### config.mk
export PLATFORM = sky130hd
export DESIGN_NAME = life_generation_step
export DESIGN_NICKNAME = d
export VERILOG_FILES = /design/src/sv/lgs_pkg.sv /design/src/sv/lgs_front.sv /design/src/sv/lgs_cmd_queue.sv /design/src/sv/lgs_back.sv /design/src/sv/life_generation_step.sv
export SDC_FILE = /design/constraint.sdc
export NUM_CORES = 2
export LEC_CHECK = 0
export ABC_AREA = 1
export BUFFER_PORTS_ARGS = -buffer_cell sky130_fd_sc_hd__buf_2
export CAP_MARGIN = 20
export CORE_ASPECT_RATIO = 1.2
export CORE_MARGIN = 8
export CORE_UTILIZATION = 36
export CTS_BUF_LIST = sky130_fd_sc_hd__clkbuf_4 sky130_fd_sc_hd__clkbuf_8
export DETAILED_ROUTE_END_ITERATION = 12
export SETUP_SLACK_MARGIN = 0.05
export SLEW_MARGIN = 20
export SYNTH_ARGS = -nofsm -noshare
export SYNTH_HDL_FRONTEND = slang
export SYNTH_SLANG_ARGS = --single-unit
### constraint.sdc
create_clock -name clk -period 18.9 [get_ports clk]
set_input_delay 3.78 -clock clk [delete_from_list [all_inputs] [get_ports clk]]
set_output_delay 3.78 -clock clk [all_outputs]
set_load 0.01 [all_outputs]
### src/sv/lgs_pkg.sv
// shared types, constants and cell-update functions for the life generation step
// no dependencies
package lgs_pkg;

    localparam int MAX_COLS = 64;
    localparam int MAX_ROWS = 1024;
    localparam int CFG_W    = 11;
    localparam int NROWS_W  = 11;
    localparam int NCOLS_W  = 7;
    localparam int IDX_W    = 10;

    typedef logic [0:0]          cfg_addr_t;
    typedef logic [MAX_COLS-1:0] row_t;

    localparam cfg_addr_t CFG_NUM_ROWS = 1'b0;
    localparam cfg_addr_t CFG_NUM_COLS = 1'b1;

    // one queued job: the three rows in view plus what to emit
    typedef struct packed {
        row_t             up;
        row_t             mid;
        row_t             down;
        logic [IDX_W-1:0] idx;
        logic             emit_a;   // next state of the row above the new one
        logic             emit_b;   // next state of the new row, dead row below
    } cmd_t;

    typedef struct packed {
        row_t             cells;
        logic [IDX_W-1:0] idx;
        logic             last;
    } res_t;

    // b3/s23 over a row, dead cells beyond both edges
    function automatic row_t evolve(row_t up, row_t mid, row_t down);
        logic [MAX_COLS+1:0] u;
        logic [MAX_COLS+1:0] m;
        logic [MAX_COLS+1:0] d;
        logic [3:0]          n;
        row_t                res;
        u   = {1'b0, up, 1'b0};
        m   = {1'b0, mid, 1'b0};
        d   = {1'b0, down, 1'b0};
        res = '0;
        for (int k = 0; k < MAX_COLS; k++) begin
            n = 4'(u[k]) + 4'(u[k+1]) + 4'(u[k+2])
              + 4'(m[k]) + 4'(m[k+2])
              + 4'(d[k]) + 4'(d[k+1]) + 4'(d[k+2]);
            res[k] = (n == 4'd3) || ((n == 4'd2) && m[k+1]);
        end
        return res;
    endfunction

    function automatic row_t col_mask(logic [NCOLS_W-1:0] nc);
        logic [NCOLS_W-1:0] c;
        row_t               msk;
        c = (nc == '0) ? NCOLS_W'(1) : nc;
        if (c >= NCOLS_W'(MAX_COLS))
            msk = '1;
        else
            msk = (row_t'(1) << c) - row_t'(1);
        return msk;
    endfunction

    function automatic logic [NROWS_W-1:0] eff_rows(logic [NROWS_W-1:0] nr);
        logic [NROWS_W-1:0] r;
        if (nr == '0)
            r = NROWS_W'(1);
        else if (nr > NROWS_W'(MAX_ROWS))
            r = NROWS_W'(MAX_ROWS);
        else
            r = nr;
        return r;
    endfunction

endpackage

### src/sv/lgs_front.sv
// front end: takes row beats, keeps the two previous rows and the row count
// depends on lgs_pkg
module lgs_front
    import lgs_pkg::*;
(
    input  logic               clk,
    input  logic               rst_n,
    input  logic               push,
    input  row_t               row_cells,
    input  row_t               mask,
    input  logic [NROWS_W-1:0] rows_eff,
    input  logic               q_full,
    output logic               full,
    output logic               cmd_push,
    output cmd_t               cmd
);

    row_t             upper_reg, upper_next;
    row_t             middle_reg, middle_next;
    logic [IDX_W-1:0] rows_seen_reg, rows_seen_next;

    logic accept;
    logic last;
    logic first;
    row_t row_m;

    assign full   = q_full;
    assign accept = push && !q_full;
    assign row_m  = row_cells & mask;
    assign first  = (rows_seen_reg == '0);
    assign last   = (NROWS_W'(rows_seen_reg) + NROWS_W'(1)) >= rows_eff;

    assign cmd.up     = upper_reg;
    assign cmd.mid    = middle_reg;
    assign cmd.down   = row_m;
    assign cmd.idx    = rows_seen_reg;
    assign cmd.emit_a = !first;
    assign cmd.emit_b = last;
    // the first row of a longer frame yields nothing yet
    assign cmd_push   = accept && (!first || last);

    always_comb
    begin
        upper_next     = upper_reg;
        middle_next    = middle_reg;
        rows_seen_next = rows_seen_reg;
        if (accept)
        begin
            if (last)
            begin
                upper_next     = '0;
                middle_next    = '0;
                rows_seen_next = '0;
            end
            else
            begin
                upper_next     = middle_reg;
                middle_next    = row_m;
                rows_seen_next = rows_seen_reg + IDX_W'(1);
            end
        end
    end

    always_ff @(posedge clk or negedge rst_n)
    begin
        if (!rst_n)
        begin
            upper_reg     <= '0;
            middle_reg    <= '0;
            rows_seen_reg <= '0;
        end
        else
        begin
            upper_reg     <= upper_next;
            middle_reg    <= middle_next;
            rows_seen_reg <= rows_seen_next;
        end
    end

endmodule

### src/sv/lgs_cmd_queue.sv
// two-entry job queue between the front end and the back end
// depends on lgs_pkg
module lgs_cmd_queue
    import lgs_pkg::*;
(
    input  logic clk,
    input  logic rst_n,
    input  logic push,
    input  cmd_t cmd_in,
    output logic full,
    input  logic pop,
    output logic empty,
    output cmd_t cmd_out
);

    cmd_t       mem_reg [2];
    logic       wr_ptr_reg, wr_ptr_next;
    logic       rd_ptr_reg, rd_ptr_next;
    logic [1:0] count_reg, count_next;

    logic do_push;
    logic do_pop;

    assign full    = (count_reg == 2'd2);
    assign empty   = (count_reg == 2'd0);
    assign do_push = push && !full;
    assign do_pop  = pop && !empty;
    assign cmd_out = mem_reg[rd_ptr_reg];

    always_comb
    begin
        wr_ptr_next = wr_ptr_reg ^ do_push;
        rd_ptr_next = rd_ptr_reg ^ do_pop;
        count_next  = count_reg + 2'(do_push) - 2'(do_pop);
    end

    always_ff @(posedge clk)
    begin
        if (do_push)
            mem_reg[wr_ptr_reg] <= cmd_in;
    end

    always_ff @(posedge clk or negedge rst_n)
    begin
        if (!rst_n)
        begin
            wr_ptr_reg <= 1'b0;
            rd_ptr_reg <= 1'b0;
            count_reg  <= '0;
        end
        else
        begin
            wr_ptr_reg <= wr_ptr_next;
            rd_ptr_reg <= rd_ptr_next;
            count_reg  <= count_next;
        end
    end

endmodule

### src/sv/lgs_back.sv
// back end: runs the cell update for each job and queues the result rows
// depends on lgs_pkg
module lgs_back
    import lgs_pkg::*;
(
    input  logic             clk,
    input  logic             rst_n,
    input  logic             cmd_empty,
    input  cmd_t             cmd,
    input  row_t             mask,
    output logic             cmd_pop,
    output logic             empty,
    input  logic             pop,
    output row_t             next_cells,
    output logic [IDX_W-1:0] row_index,
    output logic             frame_last
);

    logic       phase_reg, phase_next;
    res_t       out_reg [2];
    logic       wr_ptr_reg, wr_ptr_next;
    logic       rd_ptr_reg, rd_ptr_next;
    logic [1:0] count_reg, count_next;

    logic go;
    logic do_b;
    logic do_pop;
    row_t op_up;
    row_t op_mid;
    row_t op_down;
    res_t res;

    assign go     = !cmd_empty && (count_reg != 2'd2);
    // second half of a two-result job, or a job with only the final row
    assign do_b   = phase_reg || !cmd.emit_a;
    assign op_up  = do_b ? cmd.mid  : cmd.up;
    assign op_mid = do_b ? cmd.down : cmd.mid;
    assign op_down = do_b ? '0      : cmd.down;

    // rows kept from before a column change are cut to the current width
    assign res.cells = evolve(op_up & mask, op_mid & mask, op_down & mask) & mask;
    assign res.idx   = do_b ? cmd.idx : (cmd.idx - IDX_W'(1));
    assign res.last  = do_b;

    assign cmd_pop = go && (do_b || !cmd.emit_b);

    assign empty      = (count_reg == 2'd0);
    assign do_pop     = pop && !empty;
    assign next_cells = out_reg[rd_ptr_reg].cells;
    assign row_index  = out_reg[rd_ptr_reg].idx;
    assign frame_last = out_reg[rd_ptr_reg].last;

    always_comb
    begin
        phase_next  = go ? (!do_b && cmd.emit_b) : phase_reg;
        wr_ptr_next = wr_ptr_reg ^ go;
        rd_ptr_next = rd_ptr_reg ^ do_pop;
        count_next  = count_reg + 2'(go) - 2'(do_pop);
    end

    always_ff @(posedge clk)
    begin
        if (go)
            out_reg[wr_ptr_reg] <= res;
    end

    always_ff @(posedge clk or negedge rst_n)
    begin
        if (!rst_n)
        begin
            phase_reg  <= 1'b0;
            wr_ptr_reg <= 1'b0;
            rd_ptr_reg <= 1'b0;
            count_reg  <= '0;
        end
        else
        begin
            phase_reg  <= phase_next;
            wr_ptr_reg <= wr_ptr_next;
            rd_ptr_reg <= rd_ptr_next;
            count_reg  <= count_next;
        end
    end

    // a split job stays at the queue head until its second result is out
    a_phase_holds_job: assert property (@(posedge clk) disable iff (!rst_n)
        phase_reg |-> (!cmd_empty && cmd.emit_a && cmd.emit_b))
        else $error("second phase without a two-result job");

    a_phase_one_cycle: assert property (@(posedge clk) disable iff (!rst_n)
        (phase_reg && go) |=> !phase_reg)
        else $error("second phase did not end");

    a_phase_no_pop: assert property (@(posedge clk) disable iff (!rst_n)
        (go && !do_b && cmd.emit_b) |-> !cmd_pop)
        else $error("job dropped after its first result");

    a_count_bound: assert property (@(posedge clk) disable iff (!rst_n)
        count_reg != 2'd3)
        else $error("result queue overrun");

endmodule

### src/sv/life_generation_step.sv
// life_generation_step: one b3/s23 generation, one row beat in per cycle while full is low
// path: a beat's job is registered in the job queue, its results in the result queue,
// a frame's closing result following the one for the row above it
// throughput: one row per cycle while full is low; a final row with a row above it yields
// two results, hidden unless the next beat opens a single-row frame, whose job then waits
// reset: asynchronous, active low; clears rows, row count and queues, num_rows=1, num_cols=64
module life_generation_step
    import lgs_pkg::*;
(
    input  logic             clk,
    input  logic             rst_n,
    input  logic             cfg_we,
    input  cfg_addr_t        cfg_addr,
    input  logic [CFG_W-1:0] cfg_wdata,
    input  logic             push,
    output logic             full,
    input  row_t             row_cells,
    output logic             empty,
    input  logic             pop,
    output row_t             next_cells,
    output logic [IDX_W-1:0] row_index,
    output logic             frame_last
);

    logic [NROWS_W-1:0] num_rows_reg, num_rows_next;
    logic [NCOLS_W-1:0] num_cols_reg, num_cols_next;

    row_t               mask;
    logic [NROWS_W-1:0] rows_eff;

    logic cmd_push;
    logic cmd_full;
    logic cmd_empty;
    logic cmd_pop;
    cmd_t cmd_in;
    cmd_t cmd_head;

    assign mask     = col_mask(num_cols_reg);
    assign rows_eff = eff_rows(num_rows_reg);

    always_comb
    begin
        num_rows_next = num_rows_reg;
        num_cols_next = num_cols_reg;
        if (cfg_we)
        begin
            unique case (cfg_addr)
                CFG_NUM_ROWS: num_rows_next = cfg_wdata[NROWS_W-1:0];
                CFG_NUM_COLS: num_cols_next = cfg_wdata[NCOLS_W-1:0];
                default:      num_rows_next = num_rows_reg;
            endcase
        end
    end

    always_ff @(posedge clk or negedge rst_n)
    begin
        if (!rst_n)
        begin
            num_rows_reg <= NROWS_W'(1);
            num_cols_reg <= NCOLS_W'(MAX_COLS);
        end
        else
        begin
            num_rows_reg <= num_rows_next;
            num_cols_reg <= num_cols_next;
        end
    end

    lgs_front u_front (
        .clk       (clk),
        .rst_n     (rst_n),
        .push      (push),
        .row_cells (row_cells),
        .mask      (mask),
        .rows_eff  (rows_eff),
        .q_full    (cmd_full),
        .full      (full),
        .cmd_push  (cmd_push),
        .cmd       (cmd_in)
    );

    lgs_cmd_queue u_cmd_queue (
        .clk     (clk),
        .rst_n   (rst_n),
        .push    (cmd_push),
        .cmd_in  (cmd_in),
        .full    (cmd_full),
        .pop     (cmd_pop),
        .empty   (cmd_empty),
        .cmd_out (cmd_head)
    );

    lgs_back u_back (
        .clk        (clk),
        .rst_n      (rst_n),
        .cmd_empty  (cmd_empty),
        .cmd        (cmd_head),
        .mask       (mask),
        .cmd_pop    (cmd_pop),
        .empty      (empty),
        .pop        (pop),
        .next_cells (next_cells),
        .row_index  (row_index),
        .frame_last (frame_last)
    );

endmodule
Yosys cells after proc, flatten, opt, wreduce, memory -nomap -nowiden
Memory sizes are Yosys's and may differ from the RTL's.
Cells that the tools add are included.
{"block": "word_totals", "ff_bits": 165, "latch_bits": 0, "ramBits": 558, "rom_bits": 0, "input_bits": 81, "mem_count": 2}
{"name": "u_cmd_queue.mem_reg", "words": 2, "word_bits": 204, "rd": 1, "rd_clocked_by_memory_dff": 0, "write_ports": 1, "line": "lgs_cmd_queue.sv:16", "rtl": "cmd_t mem_reg [2];"}
{"name": "u_back.out_reg", "words": 2, "word_bits": 75, "rd": 1, "rd_clocked_by_memory_dff": 0, "write_ports": 1, "line": "lgs_back.sv:20", "rtl": "res_t out_reg [2];"}
{"block": "classes", "n_addsub": 449, "mul": 0, "div_mod_pow": 0, "magnitude_cmp": 3, "n_eq_ne": 130, "n_shift": 1, "muxes": 15, "bitwise_logic": 10, "reduce_logical": 153}
{"op": "$add A4 B1 Y4", "count": 377}
{"op": "$eq A4 B2 Y1 const B", "count": 128}
{"op": "$mux W64", "count": 6}
{"op": "$and A64 B64 Y64", "count": 5}
{"op": "$add A1 B1 Y2", "count": 63}
{"op": "$logic_and A1 B1 Y1", "count": 72}
{"op": "$logic_or A1 B1 Y1", "count": 67}
{"op": "$shl A1 B7 Y64 const A", "count": 1}
{"op": "$sub A64 B1 Y64 const B", "count": 1}
{"op": "$mux W11", "count": 2}
{"op": "$mux W10", "count": 2}
{"op": "$add A10 B1 Y11 const B", "count": 1}
{"op": "$ge A11 B11 Y1", "count": 1}
{"op": "$gt A11 B11 Y1 const B", "count": 1}
{"op": "$logic_not A11 Y1", "count": 1}
{"op": "$add A10 B1 Y10 const B", "count": 1}
{"op": "$logic_not A10 Y1", "count": 1}
{"op": "$sub A10 B1 Y10 const B", "count": 1}
{"op": "$ge A7 B7 Y1 const B", "count": 1}
{"op": "$logic_not A1 Y1", "count": 7}
{"op": "$logic_not A7 Y1", "count": 1}
{"op": "$mux W7", "count": 1}
{"op": "$add A2 B1 Y2", "count": 2}
{"op": "$logic_not A2 Y1", "count": 2}
{"op": "other kinds (8)", "count": 16}

Depth between registers and ports, before layout
{"block": "logic_depth", "word_depth": 17, "ltp_mapped": 32, "ltp_nobuf": 31}

By module
A second synthesis with hierarchy kept.
{"block": "hier_totals", "cells_unflattened": 4588, "hier_area_um2": 43107.6}
{"mod": "lgs_back", "instances": 1, "cells_each": 1992, "area_per_inst_um2": 18117.4}
{"mod": "lgs_cmd_queue", "instances": 1, "cells_each": 1097, "area_per_inst_um2": 15150.8}
{"mod": "lgs_front", "instances": 1, "cells_each": 839, "area_per_inst_um2": 6542.5}
{"mod": "life_generation_step", "instances": 1, "cells_each": 660, "area_per_inst_um2": 3296.9}

Worst setup path before layout
OpenSTA, ideal clock, no wires.
{"block": "synth_timing", "kind": "input port to flip-flop", "startpoint": "input port push", "endpoint": "memory u_cmd_queue.mem_reg[1][0] in the netlist's numbering (enable)", "arrival_ns": 9.251, "required_ns": 18.309, "path_slack_ns": 9.058, "cell_stages": 5, "path_buffers": 2, "path_cell_list": "o21ai_1 -> clkbuf_1 -> clkbuf_1 -> nor2_1 -> ha_1"}
{"block": "synth_via", "elab_chain_len": 5}
{"item": "from (decl)", "line": "life_generation_step.sv:15", "rtl": "input logic push,"}
{"item": "$logic_and A1 B1 Y1", "line": "lgs_front.sv:28", "rtl": "assign accept = push && !q_full;"}
{"item": "$logic_and A1 B1 Y1", "line": "lgs_front.sv:40", "rtl": "assign cmd_push = accept && (!first || last);"}
{"item": "$logic_and A1 B1 Y1", "line": "lgs_cmd_queue.sv:26", "rtl": "assign do_push = push && !full;"}
{"item": "$mux W1", "line": "lgs_cmd_queue.sv:39", "rtl": "if (do_push)"}
{"item": "$mux W1 (not written as such)", "line": "lgs_cmd_queue.sv:40", "rtl": "mem_reg[wr_ptr_reg] <= cmd_in;"}
{"item": "to (decl)", "line": "lgs_cmd_queue.sv:16"}
No other way between the ends.

Worst setup path in the final report
{"block": "layout_timing", "startpoint": "register u_back.rd_ptr_reg", "endpoint": "output port next_cells[61]"}
{"block": "layout_via", "elab_chain_len": 1}
{"item": "from (decl)", "line": "lgs_back.sv:22", "rtl": "logic rd_ptr_reg, rd_ptr_next;"}
{"item": "from (signal assigned)", "line": "lgs_back.sv:80", "rtl": "rd_ptr_reg <= rd_ptr_next;"}
{"item": "$mem_v2 Z2 W75"}
{"item": "to (decl)", "line": "life_generation_step.sv:20", "rtl": "output row_t next_cells,"}
No other way between the ends.

==> run summary <==
outcome = finished, final reports clean
via count = 31600
std cell rows = 140
Die ar. = 0.133 mm2
clk_skew = 0.0772 ns
CTS Buf Count = 118
Worst Tran Pin Value = 0.985 ns
Final Hold Vio Count = 0
top post-synthesis cells by count = nand2_1, inv_1, edfxtp_1
post-DR wirelength/cell = 17.8 um
Pins Over Slew Limit = 0
crit path capture type = output port
initial drt markers = 2108
crit path max fanout = 45
Die W = 335 um
Fmax achieved = 142 MHz
Async SR Flop Fraction = 22.8%
mapped cell area = 0.0438 mm2
non-filler cells, final = 6570
CTS tree = built
Max stage delay on crit path = 0.69 ns
top_reg_cell synth = edfxtp_1
RSZ-0062 raised after global routing = no
Gate Count Post-Synth = 4671
Area contributors post-synth = edfxtp_1, nand2_1, fa_1
drt pass-1 iters = 8
most instantiated library cell after synthesis = nand2_1
gr ovfl total = 0
vias in the first global route = 32200
Startpoint Class = register
Final Cycle Share = 37.2%
WP buf/inv = 3
Mean Syn Cell Area = 9.39 um2
relative slew slack = 34.3%
Layout area overhead = 11.8%
Seq/Total Area, Yosys = 47.6%
critical path required time = 15.12 ns
Clock Latency Late Sink = 0.83 ns
global-route wire length before repair = 182 mm
DR DRC count = 0
Max Buffers Root-to-Sink = 3
CTS clk-pin slew, worst paths = 0.06 ns
CP max-delay cell = dfrtp_4
layout cells sized above 1 = 11.5%
Arr. time, crit path = 3.25 ns
Net Count, Synth = 5192
CP dominant cell by count = nand2_1
Synth cell types = 60
Seq cells post-synth = 723
endpoints failing setup = 0
EDFF count, synth = 558
setup tns final = 0 ns
max_cap viols = 0
Via density = 4.81
initial antenna violation count = 2
Final min period = 7.03 ns
Nets = 5352
HPWL Detailed = 84.8 mm
Antenna Nets Post-Route = 0
largest net degree at the start of global routing = 123
CP Class = register to output port
Placer Congestion = 0.902
core area = 0.121 mm2
Hold Crit Class = register to register
Vert. Die Dim = 398 um
I/O Pins = 158
max reg flops = 408
synth warn = 0
post-synth top area cell = edfxtp_1
CP top delay family = buffers and inverters
# resized after CTS = 0
worst hold margin = 0.426 ns
IO buf count = 157
CTS root buffer = clkbuf_8
Tot GR Track Use = 17.4%
Critical Path, Cell by Cell = clkinv_2 > buf_4 > nand2_1 > nand2_1 > buf_2
CTS H-Tree Depth = 3
Post-CTS Repair Setup Buffers = 0
TritonCTS Sinks = 723
placed cells = 6344
Initial Utilization = 36.2%
top-area cell type share of the netlist area = 38.2%
DRT Wirelength = 117 mm
cts hold-fix bufs = 0
==> path summary, 6_finish.rpt <==
kind                                                     from                                     to  slack [ns]  cells after the start
max reg2reg                       num_cols_reg[6]$_DFFE_PN1P_        u_back.out_reg[1][64]$_DFFE_PP_       12.22                     23
min in group asynchronous                               rst_n            num_cols_reg[0]$_DFFE_PN0P_        2.92                      1
max in group asynchronous                               rst_n      u_front.upper_reg[58]$_DFFE_PN0P_       14.60                      2
min                        u_front.middle_reg[33]$_DFFE_PN0P_  u_cmd_queue.mem_reg[1][109]$_DFFE_PP_        0.43                      0
max                               u_back.rd_ptr_reg$_DFF_PN0_                         next_cells[61]       11.87                      5
min reg2reg                u_front.middle_reg[33]$_DFFE_PN0P_  u_cmd_queue.mem_reg[1][109]$_DFFE_PP_        0.43                      0
==> kinds of logic after synthesis <==
kind of cell             share of synthesized area, %
adder cells (fa/ha/maj)                          16.5
AND/OR/NAND/NOR                                  18.3
flip-flops                                       47.6
XOR/XNOR                                        0.739
multiplexers                                    0.688
AO/OA/AOI/OAI                                    7.44
buffers and inverters                            8.72
other                                         0.00855
==> through the flow <==
step | utilization [%] | setup WS [ns] | cell area, um2
finish | 40.5 | 11.87 | 49000
global route | 40.5 | 11.59 | 49000
CTS | 40.5 | 11.59 | 49000
detailed placement | 38.3 | 11.50 | 46400
global placement | 38.3 | 11.51 | 46400
floorplan | - | 9.06 | 43800
==> layer usage <==
layer  GRT usage (%)  vias up  wire (um)
met5               0        -          0
met3            2.25      162       4310
met2            31.6      585      59700
met1            21.3    15400      49200
met4            5.81        0       3510
li1                -    15500          -
==> placed cells by master, fill, tap and decap left out, drive strengths merged, types with 2 or more instances in the layout <==
cell type | netlist | layout
diode | 0 | 3
and2 | 2 | 2
nor3b | 2 | 2
a211o | 7 | 7
a21oi | 76 | 76
clkbuf | 90 | 182
xnor2 | 13 | 13
nand4 | 60 | 60
o31ai | 7 | 7
nand2 | 1256 | 1256
a211oi | 48 | 48
o21ai | 192 | 192
fa | 228 | 228
inv | 851 | 853
nor3 | 39 | 39
or2 | 44 | 44
xor2 | 24 | 24
dfstp | 2 | 2
nor4 | 5 | 5
nor2 | 349 | 349
nand3b | 10 | 10
a21boi | 2 | 2
dfrtp | 163 | 163
nand3 | 138 | 138
clkinvlp | 0 | 6
o211ai | 50 | 50
o22ai | 44 | 44
a31oi | 74 | 74
clkinv | 2 | 31
mux2i | 29 | 29
ha | 212 | 212
a2111oi | 8 | 8
a22oi | 6 | 6
o21a | 2 | 2
buf | 56 | 185
a22o | 16 | 16
bufinv | 0 | 5
edfxtp | 558 | 558
==> final cells by class <==
class,instances,area [um2]
Fill cell,12000,72000
Antenna cell,3,7.51
Timing Repair Buffer,186,1020
Clock inverter,42,415
Multi-Input combinational cell,2949,19200
Tap cell,1633,2040
Sequential cell,723,20900
Inverter,853,3220
Clock buffer,181,2200
Power is not shown: default switching activity piles up to over one toggle a cycle in this logic, so the estimate is an artifact.
